--- src/rtl/core/tape_recording_header_scanner_top_macros.svh ---
// Assertion macros for the tape header scanner.
// Used by the top level only; expects clk and arst_n in scope.
`ifndef TAPE_RECORDING_HEADER_SCANNER_TOP_MACROS_SVH
`define TAPE_RECORDING_HEADER_SCANNER_TOP_MACROS_SVH

// Same-cycle implication, disabled while in reset
`define TRHS_ASSERT_NOW(lbl, ante, cons, msg) \
	lbl: assert property (@(posedge clk) disable iff (!arst_n) (ante) |-> (cons)) \
		else $error(msg);

// Next-cycle implication, disabled while in reset
`define TRHS_ASSERT_NEXT(lbl, ante, cons, msg) \
	lbl: assert property (@(posedge clk) disable iff (!arst_n) (ante) |=> (cons)) \
		else $error(msg);

`endif

--- src/rtl/core/trhs_pkg.sv ---
// Package for the tape header scanner: item types, byte codes and limits.
// No dependencies; used by tape_recording_header_scanner_top.
`timescale 1ns / 1ps
`default_nettype none

package trhs_pkg;

	// Name and record limits
	localparam int NAME_MAX       = 99;
	localparam int MAX_RECORDINGS = 128;

	localparam int NAME_IDX_W = 7;
	localparam int POS_W      = 32;
	localparam int BYTE_W     = 8;

	// Tape byte codes
	localparam logic [BYTE_W-1:0] FILLER_BYTE = 8'hFF;
	localparam logic [BYTE_W-1:0] MARK_BYTE   = 8'h2F;
	localparam logic [BYTE_W-1:0] END_BYTE    = 8'h0D;
	localparam logic [BYTE_W-1:0] ZERO_BYTE   = 8'h00;
	localparam logic [BYTE_W-1:0] QUOTE_BYTE  = 8'h27;

	localparam logic [BYTE_W-1:0] CLAMP_RESET = 8'd40;
	localparam logic [BYTE_W-1:0] COUNT_MAX   = 8'hFF;

	// Result kinds
	localparam logic KIND_CHAR = 1'b0;
	localparam logic KIND_DONE = 1'b1;

	typedef struct packed {
		logic [BYTE_W-1:0] tape_byte;
		logic              restart;
	} in_t;

	typedef struct packed {
		logic                  kind;
		logic [BYTE_W-1:0]     name_byte;
		logic [NAME_IDX_W-1:0] name_index;
		logic [POS_W-1:0]      start_position;
		logic [BYTE_W-1:0]     record_index;
		logic                  kept;
	} out_t;

endpackage

`default_nettype wire

--- src/rtl/core/tape_recording_header_scanner_top.sv ---
// Tape header scanner: scan state, record start arithmetic, output register.
// Depends on trhs_pkg and tape_recording_header_scanner_top_macros.svh.
//
// Usage:
//   Input channel (in_valid / in_stall / in_data) takes one tape byte per item;
//   set restart on the first byte of a new scan to clear position and counts.
//   Output channel (out_valid / out_stall / out_data) gives at most one item
//   per input byte: a name character (kind 0) or a record completion (kind 1)
//   with the start offset, name length, record index and kept flag.
//   cfg_we / cfg_data write the filler clamp (reset value 40); write only
//   while no item is in flight.
//   Each result is registered and appears in the cycle after its byte is accepted.
//   Throughput: one byte per cycle while in_stall is low; the only loop is the scan
//   state update, one compare-and-count step per byte ahead of a single output register.
//   Stall: while the output register holds an item and out_stall is high,
//   in_stall is raised and the block holds its state and result.
//   Reset: clears all scan state, empties the output register and sets the
//   clamp to 40.
`timescale 1ns / 1ps
`default_nettype none
`include "tape_recording_header_scanner_top_macros.svh"

module tape_recording_header_scanner_top (
	input  wire logic          clk,
	input  wire logic          arst_n,
	input  wire logic          in_valid,
	output logic               in_stall,
	input  wire trhs_pkg::in_t in_data,
	output logic               out_valid,
	input  wire logic          out_stall,
	output trhs_pkg::out_t     out_data,
	input  wire logic          cfg_we,
	input  wire logic [7:0]    cfg_data
);

	localparam int NW = trhs_pkg::NAME_IDX_W;
	localparam int PW = trhs_pkg::POS_W;
	localparam int BW = trhs_pkg::BYTE_W;
	localparam logic [NW-1:0] NAME_MAX_C = NW'(trhs_pkg::NAME_MAX);
	localparam logic [BW-1:0] MAX_REC_C  = BW'(trhs_pkg::MAX_RECORDINGS);

	// Scan state; the filler count saturates at 255, enough against an 8-bit clamp
	logic [BW-1:0] clamp_q;
	logic [PW-1:0] pos_q, marker_q;
	logic [BW-1:0] filler_q, count_q;
	logic          in_name_q;
	logic [NW-1:0] len_q;

	logic          out_valid_q;
	trhs_pkg::out_t out_data_q;

	// Effective state after restart, next state and result
	logic [PW-1:0] pos_e, marker_e, pos_n, marker_n;
	logic [BW-1:0] filler_e, count_e, filler_n, count_n;
	logic          in_name_e, in_name_n;
	logic [NW-1:0] len_e, len_n;
	logic          accept, res_valid, done;
	logic [NW-1:0] done_len;
	logic [BW-1:0] back;
	logic [PW-1:0] rec_start;
	trhs_pkg::out_t res;

	assign accept = in_valid && !in_stall;
	assign in_stall = out_valid_q && out_stall;

	// Clear the scan ahead of the byte when restart is set
	always_comb begin
		if (in_data.restart) begin
			pos_e     = '0;
			marker_e  = '0;
			filler_e  = '0;
			count_e   = '0;
			in_name_e = 1'b0;
			len_e     = '0;
		end else begin
			pos_e     = pos_q;
			marker_e  = marker_q;
			filler_e  = filler_q;
			count_e   = count_q;
			in_name_e = in_name_q;
			len_e     = len_q;
		end
	end

	// Record start: marker - 1 - min(filler, clamp), floored at zero
	always_comb begin
		back = (filler_e > clamp_q) ? clamp_q : filler_e;
		if (marker_e > PW'(back))
			rec_start = marker_e - PW'(back) - PW'(1);
		else
			rec_start = '0;
	end

	// Scan one byte
	always_comb begin
		pos_n     = pos_e + PW'(1);
		marker_n  = marker_e;
		filler_n  = filler_e;
		count_n   = count_e;
		in_name_n = in_name_e;
		len_n     = len_e;
		res_valid = 1'b0;
		done      = 1'b0;
		done_len  = len_e;

		res.kind           = trhs_pkg::KIND_CHAR;
		res.name_byte      = in_data.tape_byte;
		res.name_index     = len_e;
		res.start_position = '0;
		res.record_index   = count_e;
		res.kept           = (count_e < MAX_REC_C);

		if (in_name_e) begin
			res_valid = 1'b1;
			if (len_e >= NAME_MAX_C) begin
				done     = 1'b1;
				done_len = NAME_MAX_C;
			end else if (in_data.tape_byte == trhs_pkg::END_BYTE) begin
				done = 1'b1;
			end else begin
				len_n = len_e + NW'(1);
			end
		end else begin
			if (in_data.tape_byte == trhs_pkg::FILLER_BYTE) begin
				if (filler_e != trhs_pkg::COUNT_MAX)
					filler_n = filler_e + BW'(1);
			end else if (in_data.tape_byte == trhs_pkg::MARK_BYTE) begin
				marker_n  = pos_e;
				in_name_n = 1'b1;
				len_n     = '0;
			end else if (in_data.tape_byte != trhs_pkg::ZERO_BYTE &&
				     in_data.tape_byte != trhs_pkg::QUOTE_BYTE) begin
				filler_n = '0;
			end
		end

		// Close the record
		if (done) begin
			res.kind           = trhs_pkg::KIND_DONE;
			res.name_byte      = '0;
			res.name_index     = done_len;
			res.start_position = rec_start;
			if (count_e != trhs_pkg::COUNT_MAX)
				count_n = count_e + BW'(1);
			filler_n  = '0;
			in_name_n = 1'b0;
			len_n     = '0;
		end
	end

	// Hold the filler clamp
	always_ff @(posedge clk or negedge arst_n) begin
		if (!arst_n) begin
			clamp_q <= trhs_pkg::CLAMP_RESET;
		end else if (cfg_we) begin
			clamp_q <= cfg_data;
		end
	end

	// Advance scan state on each accepted item
	always_ff @(posedge clk or negedge arst_n) begin
		if (!arst_n) begin
			pos_q     <= '0;
			marker_q  <= '0;
			filler_q  <= '0;
			count_q   <= '0;
			in_name_q <= 1'b0;
			len_q     <= '0;
		end else if (accept) begin
			pos_q     <= pos_n;
			marker_q  <= marker_n;
			filler_q  <= filler_n;
			count_q   <= count_n;
			in_name_q <= in_name_n;
			len_q     <= len_n;
		end
	end

	// Load the output register, drop it once taken
	always_ff @(posedge clk or negedge arst_n) begin
		if (!arst_n) begin
			out_valid_q <= 1'b0;
		end else if (accept) begin
			out_valid_q <= res_valid;
		end else if (!out_stall) begin
			out_valid_q <= 1'b0;
		end
	end

	always_ff @(posedge clk) begin
		if (accept && res_valid) begin
			out_data_q <= res;
		end
	end

	assign out_valid = out_valid_q;
	assign out_data  = out_data_q;

	// Checks on scan state and results
	`TRHS_ASSERT_NOW(a_len_idle, !in_name_q, len_q == '0, "name length set outside a name")
	`TRHS_ASSERT_NOW(a_len_max, 1'b1, len_q <= NAME_MAX_C, "name length above limit")
	`TRHS_ASSERT_NEXT(a_done_close, accept && done, !in_name_q && out_valid_q && out_data_q.kind, "record completion did not close the name")
	`TRHS_ASSERT_NOW(a_done_byte, out_valid_q && out_data_q.kind, out_data_q.name_byte == '0, "completion item carries a name byte")

endmodule

`default_nettype wire

--- config.mk ---
export PLATFORM = sky130hd
export DESIGN_NAME = tape_recording_header_scanner_top
export DESIGN_NICKNAME = d
export VERILOG_FILES = /design/src/rtl/core/trhs_pkg.sv /design/src/rtl/core/tape_recording_header_scanner_top.sv
export VERILOG_INCLUDE_DIRS = /design/src /design/src/rtl/core
export SDC_FILE = /design/constraint.sdc
export NUM_CORES = 1
export LEC_CHECK = 0
export ABC_CLOCK_PERIOD_IN_PS = 5090
export BUFFER_PORTS_ARGS = -buffer_cell sky130_fd_sc_hd__clkbuf_2
export CELL_PAD_IN_SITES_DETAIL_PLACEMENT = 0
export CELL_PAD_IN_SITES_GLOBAL_PLACEMENT = 1
export CORE_MARGIN = 2
export CORE_UTILIZATION = 37
export DETAILED_ROUTE_END_ITERATION = 16
export GPL_TIMING_DRIVEN = 0
export MAX_ROUTING_LAYER = met4
export PLACE_DENSITY = 0.7
export SLEW_MARGIN = 20
export SYNTH_ARGS = -nofsm -noshare
export SYNTH_HDL_FRONTEND = slang
export SYNTH_SLANG_ARGS = --single-unit
--- constraint.sdc ---
create_clock -name clk -period 5.09 [get_ports clk]
set_input_delay 0.509 -clock clk [delete_from_list [all_inputs] [get_ports clk]]
set_output_delay 0.509 -clock clk [all_outputs]
set_load 0.05 [all_outputs]
==> out/qor.yml <==
status: "complete, no violations"
peakVddDrop_mv: 0.207
fin_skew_ps: 7.89
hp-class: "in2reg"
clk_path_buf_depth: 2
postCtsSetupBuffers: 0
clock_latency_ps: 430
min_period_ps: 4840
grt_max_degree: 67
grt_busiest_layer: "met2"
reg2reg_to: "out_data[40]"
min_from: "cfg_data[5]"
hold_viol: 0
crit_fanout: 14
root_buffer: "clkbuf_16"
ys_async_sr_fraction: 0.630
synth_top_cells_by_count: "114 x nand2_1, 95 x dfrtp_1, 88 x o21ai_0"
vias_per_cell: 5.40
synth_fp_nets: 927
ys_warn_count: 0
yosysTopAreaCellShare: 0.282
fmax_mhz: 206
dpl-instance-area_um2: 9280
reg2reg_from: "filler_q[5]"
finalCritPeriodShare: 0.951
numCtsBuffers: 17
grt_pass1_vias: 6593
ys.flop_type: "dfrtp_1"
whs_endpoint: "clamp_q[5]"
dpl.hpwl_um: 16500
wl_per_cell_um: 17.7
grt_pass1_wl_um: 36700
antenna_found_initial: 0
vias: 6926
placedCellCount: 1251
drt_iter0_markers: 560
crit_required_ps: 5260
port_buffers: 80
rsz0062_at_grt: "no"
netlist_area_um2: 8430
cp-start-kind: "primary input"
synth-edff-count: 57
relSlewSlack: 0.501
die_w_um: 155
routed_wl_um: 22700
drtPass1Iterations: 5
grt.met2_usage: 0.294
fin_nets: 1028
clock-sinks: 154
cts.clk_slew.worst_paths_ps: 70
cts_tree: "yes"
die_area_um2: 24000
r2r_slack_ps: 650
drv_slew: 0
grt_overflow: 0
track_usage: 0.200
io_pins: 81
rr_worst_depth: 17
syn_to_final_growth_pct: 17.8
initial_core_util: 0.375
yosysMostFrequentCell: "nand2_1"
die_h_um: 155
num_rows: 55
worst_pin_slew_ps: 749
diodes: 0
min_path_cells: 3
p_leak_nw: 4.26
synthTopCellsByArea: "dfrtp_1 28%, edfxtp_1 20%, o21ai_0 5.2%"
synth_area_per_cell_um2: 9.55
fill_cells: 2177
setup_viol: 0
fin_util: 0.441
path_class: "in2reg"
grt_use_met3: 0.0245
ys_ff_latch: 154
layoutNonFillerInstCount: 1282
end_kind: "flop"
postRouteAntennaNets: 0
netlist.top_cell.by_area: "dfrtp_1"
drive_gt1_frac: 0.150
setup-tns-final_ps: 0
maxCapViolCount: 0
cellPowerDensity_nw_per_um2: 300
grtUsageMet1: 0.292
drc: 0
fin_area_um2: 9930
synth_cell_types: 71
finalPower_mw: 2.98
cts.htree.levels: 4
ys_seq_area_frac: 0.491
gp_congestion: 0.799
netlist_instances: 883
crit_arrival_ps: 5010
coreArea_um2: 22500
## per-layer routing
layer	routed length (um)	up-vias
met1	11500	3323
met3	949	19
li1	-	3407
met5	0	-
met2	9990	177
met4	259	0
## flip-flops by register name, summed over array words and instances, names as in the netlist
signal and count:
pos_q 32, marker_q 32, count_q 8, filler_q 8, out_valid 1, out_data 57
clamp_q 8, len_q 7, in_name_q 1
## stage by stage
step	hold WS (ps)	worst slack (ps)
6_report	283	247
5_1_grt	306	2.05
4_1_cts	275	0.222
3_5_place_dp	441	-1610
3_3_place_gp	489	-1610
2_1_floorplan	213	155
## timing repair
action	in CTS	in global routing
endpoints found under the hold margin	30	0
resized for setup	5	10
setup endpoints to repair	32	17
hold buffers	1	0
## placed cells by master (no fill, tap or decap), types with 31 or more instances in the layout
cell,count
clkbuf_1,33
clkbuf_2,79
o21ai_0,88
nand2_1,114
dfrtp_1,95
nand3_1,41
a21oi_1,40
nor2b_1,31
edfxtp_1,57
nor2_1,47
a22oi_1,33
## cells by family after synthesis
family,count (synthesis),share of synthesized area
simple gates,342,0.206
compound gates,230,0.172
flops,154,0.491
buf+inv,81,0.0383
xor+xnor,41,0.0426
fa+ha+maj,22,0.0335
mux,13,0.0157
## final cells by class
class | instances | area, um^2 | area share
clock buffer | 21 | 460 | 0.0464
inverter | 31 | 118 | 0.0118
tap | 285 | 357 | 0.0359
sequential | 154 | 4140 | 0.417
timing repair buffer | 84 | 494 | 0.0498
multi-input combinational | 648 | 3980 | 0.401
clock inverter | 11 | 170 | 0.0171
buffer | 48 | 210 | 0.0212
## worst max-delay path: stages
cell	delay (ps)
buf_2	300
buf_4	300
clkbuf_4	280
nor2b_2	100
ha_1	290
nor2b_1	130
o21ai_0	140
nand2b_1	70
a21oi_1	150
o31a_2	330
mux2i_1	310
ha_1	280
clkbuf_1	190
and3_1	240
a221oi_2	380
nor3_1	180
or3_4	460
o311ai_1	270
a21oi_1	130
## report_power, final
part           internal [mW]  switching, mW
logic                 0.0979          0.181
clock network          0.846          0.531
registers               1.30         0.0202
total                   2.25          0.732
## how the worst max path moves through the flow
| stage | cells past startpoint | end | start | slack (ps) |
|---|---|---|---|---|
| after floorplan | 20 | out_data[34] | in_data[0] | 160 |
| after detailed placement | 21 | out_data[40] | in_data[0] | -1610 |
| after global routing | 19 | out_data[40] | in_data[0] | 2 |
| after CTS | 19 | out_data[40] | in_data[0] | 0.2 |
| after global placement | 21 | out_data[32] | in_data[0] | -1610 |
| final | 19 | out_data[40] | in_data[0] | 250 |
Note: power is estimated with default switching activity, not from simulation.
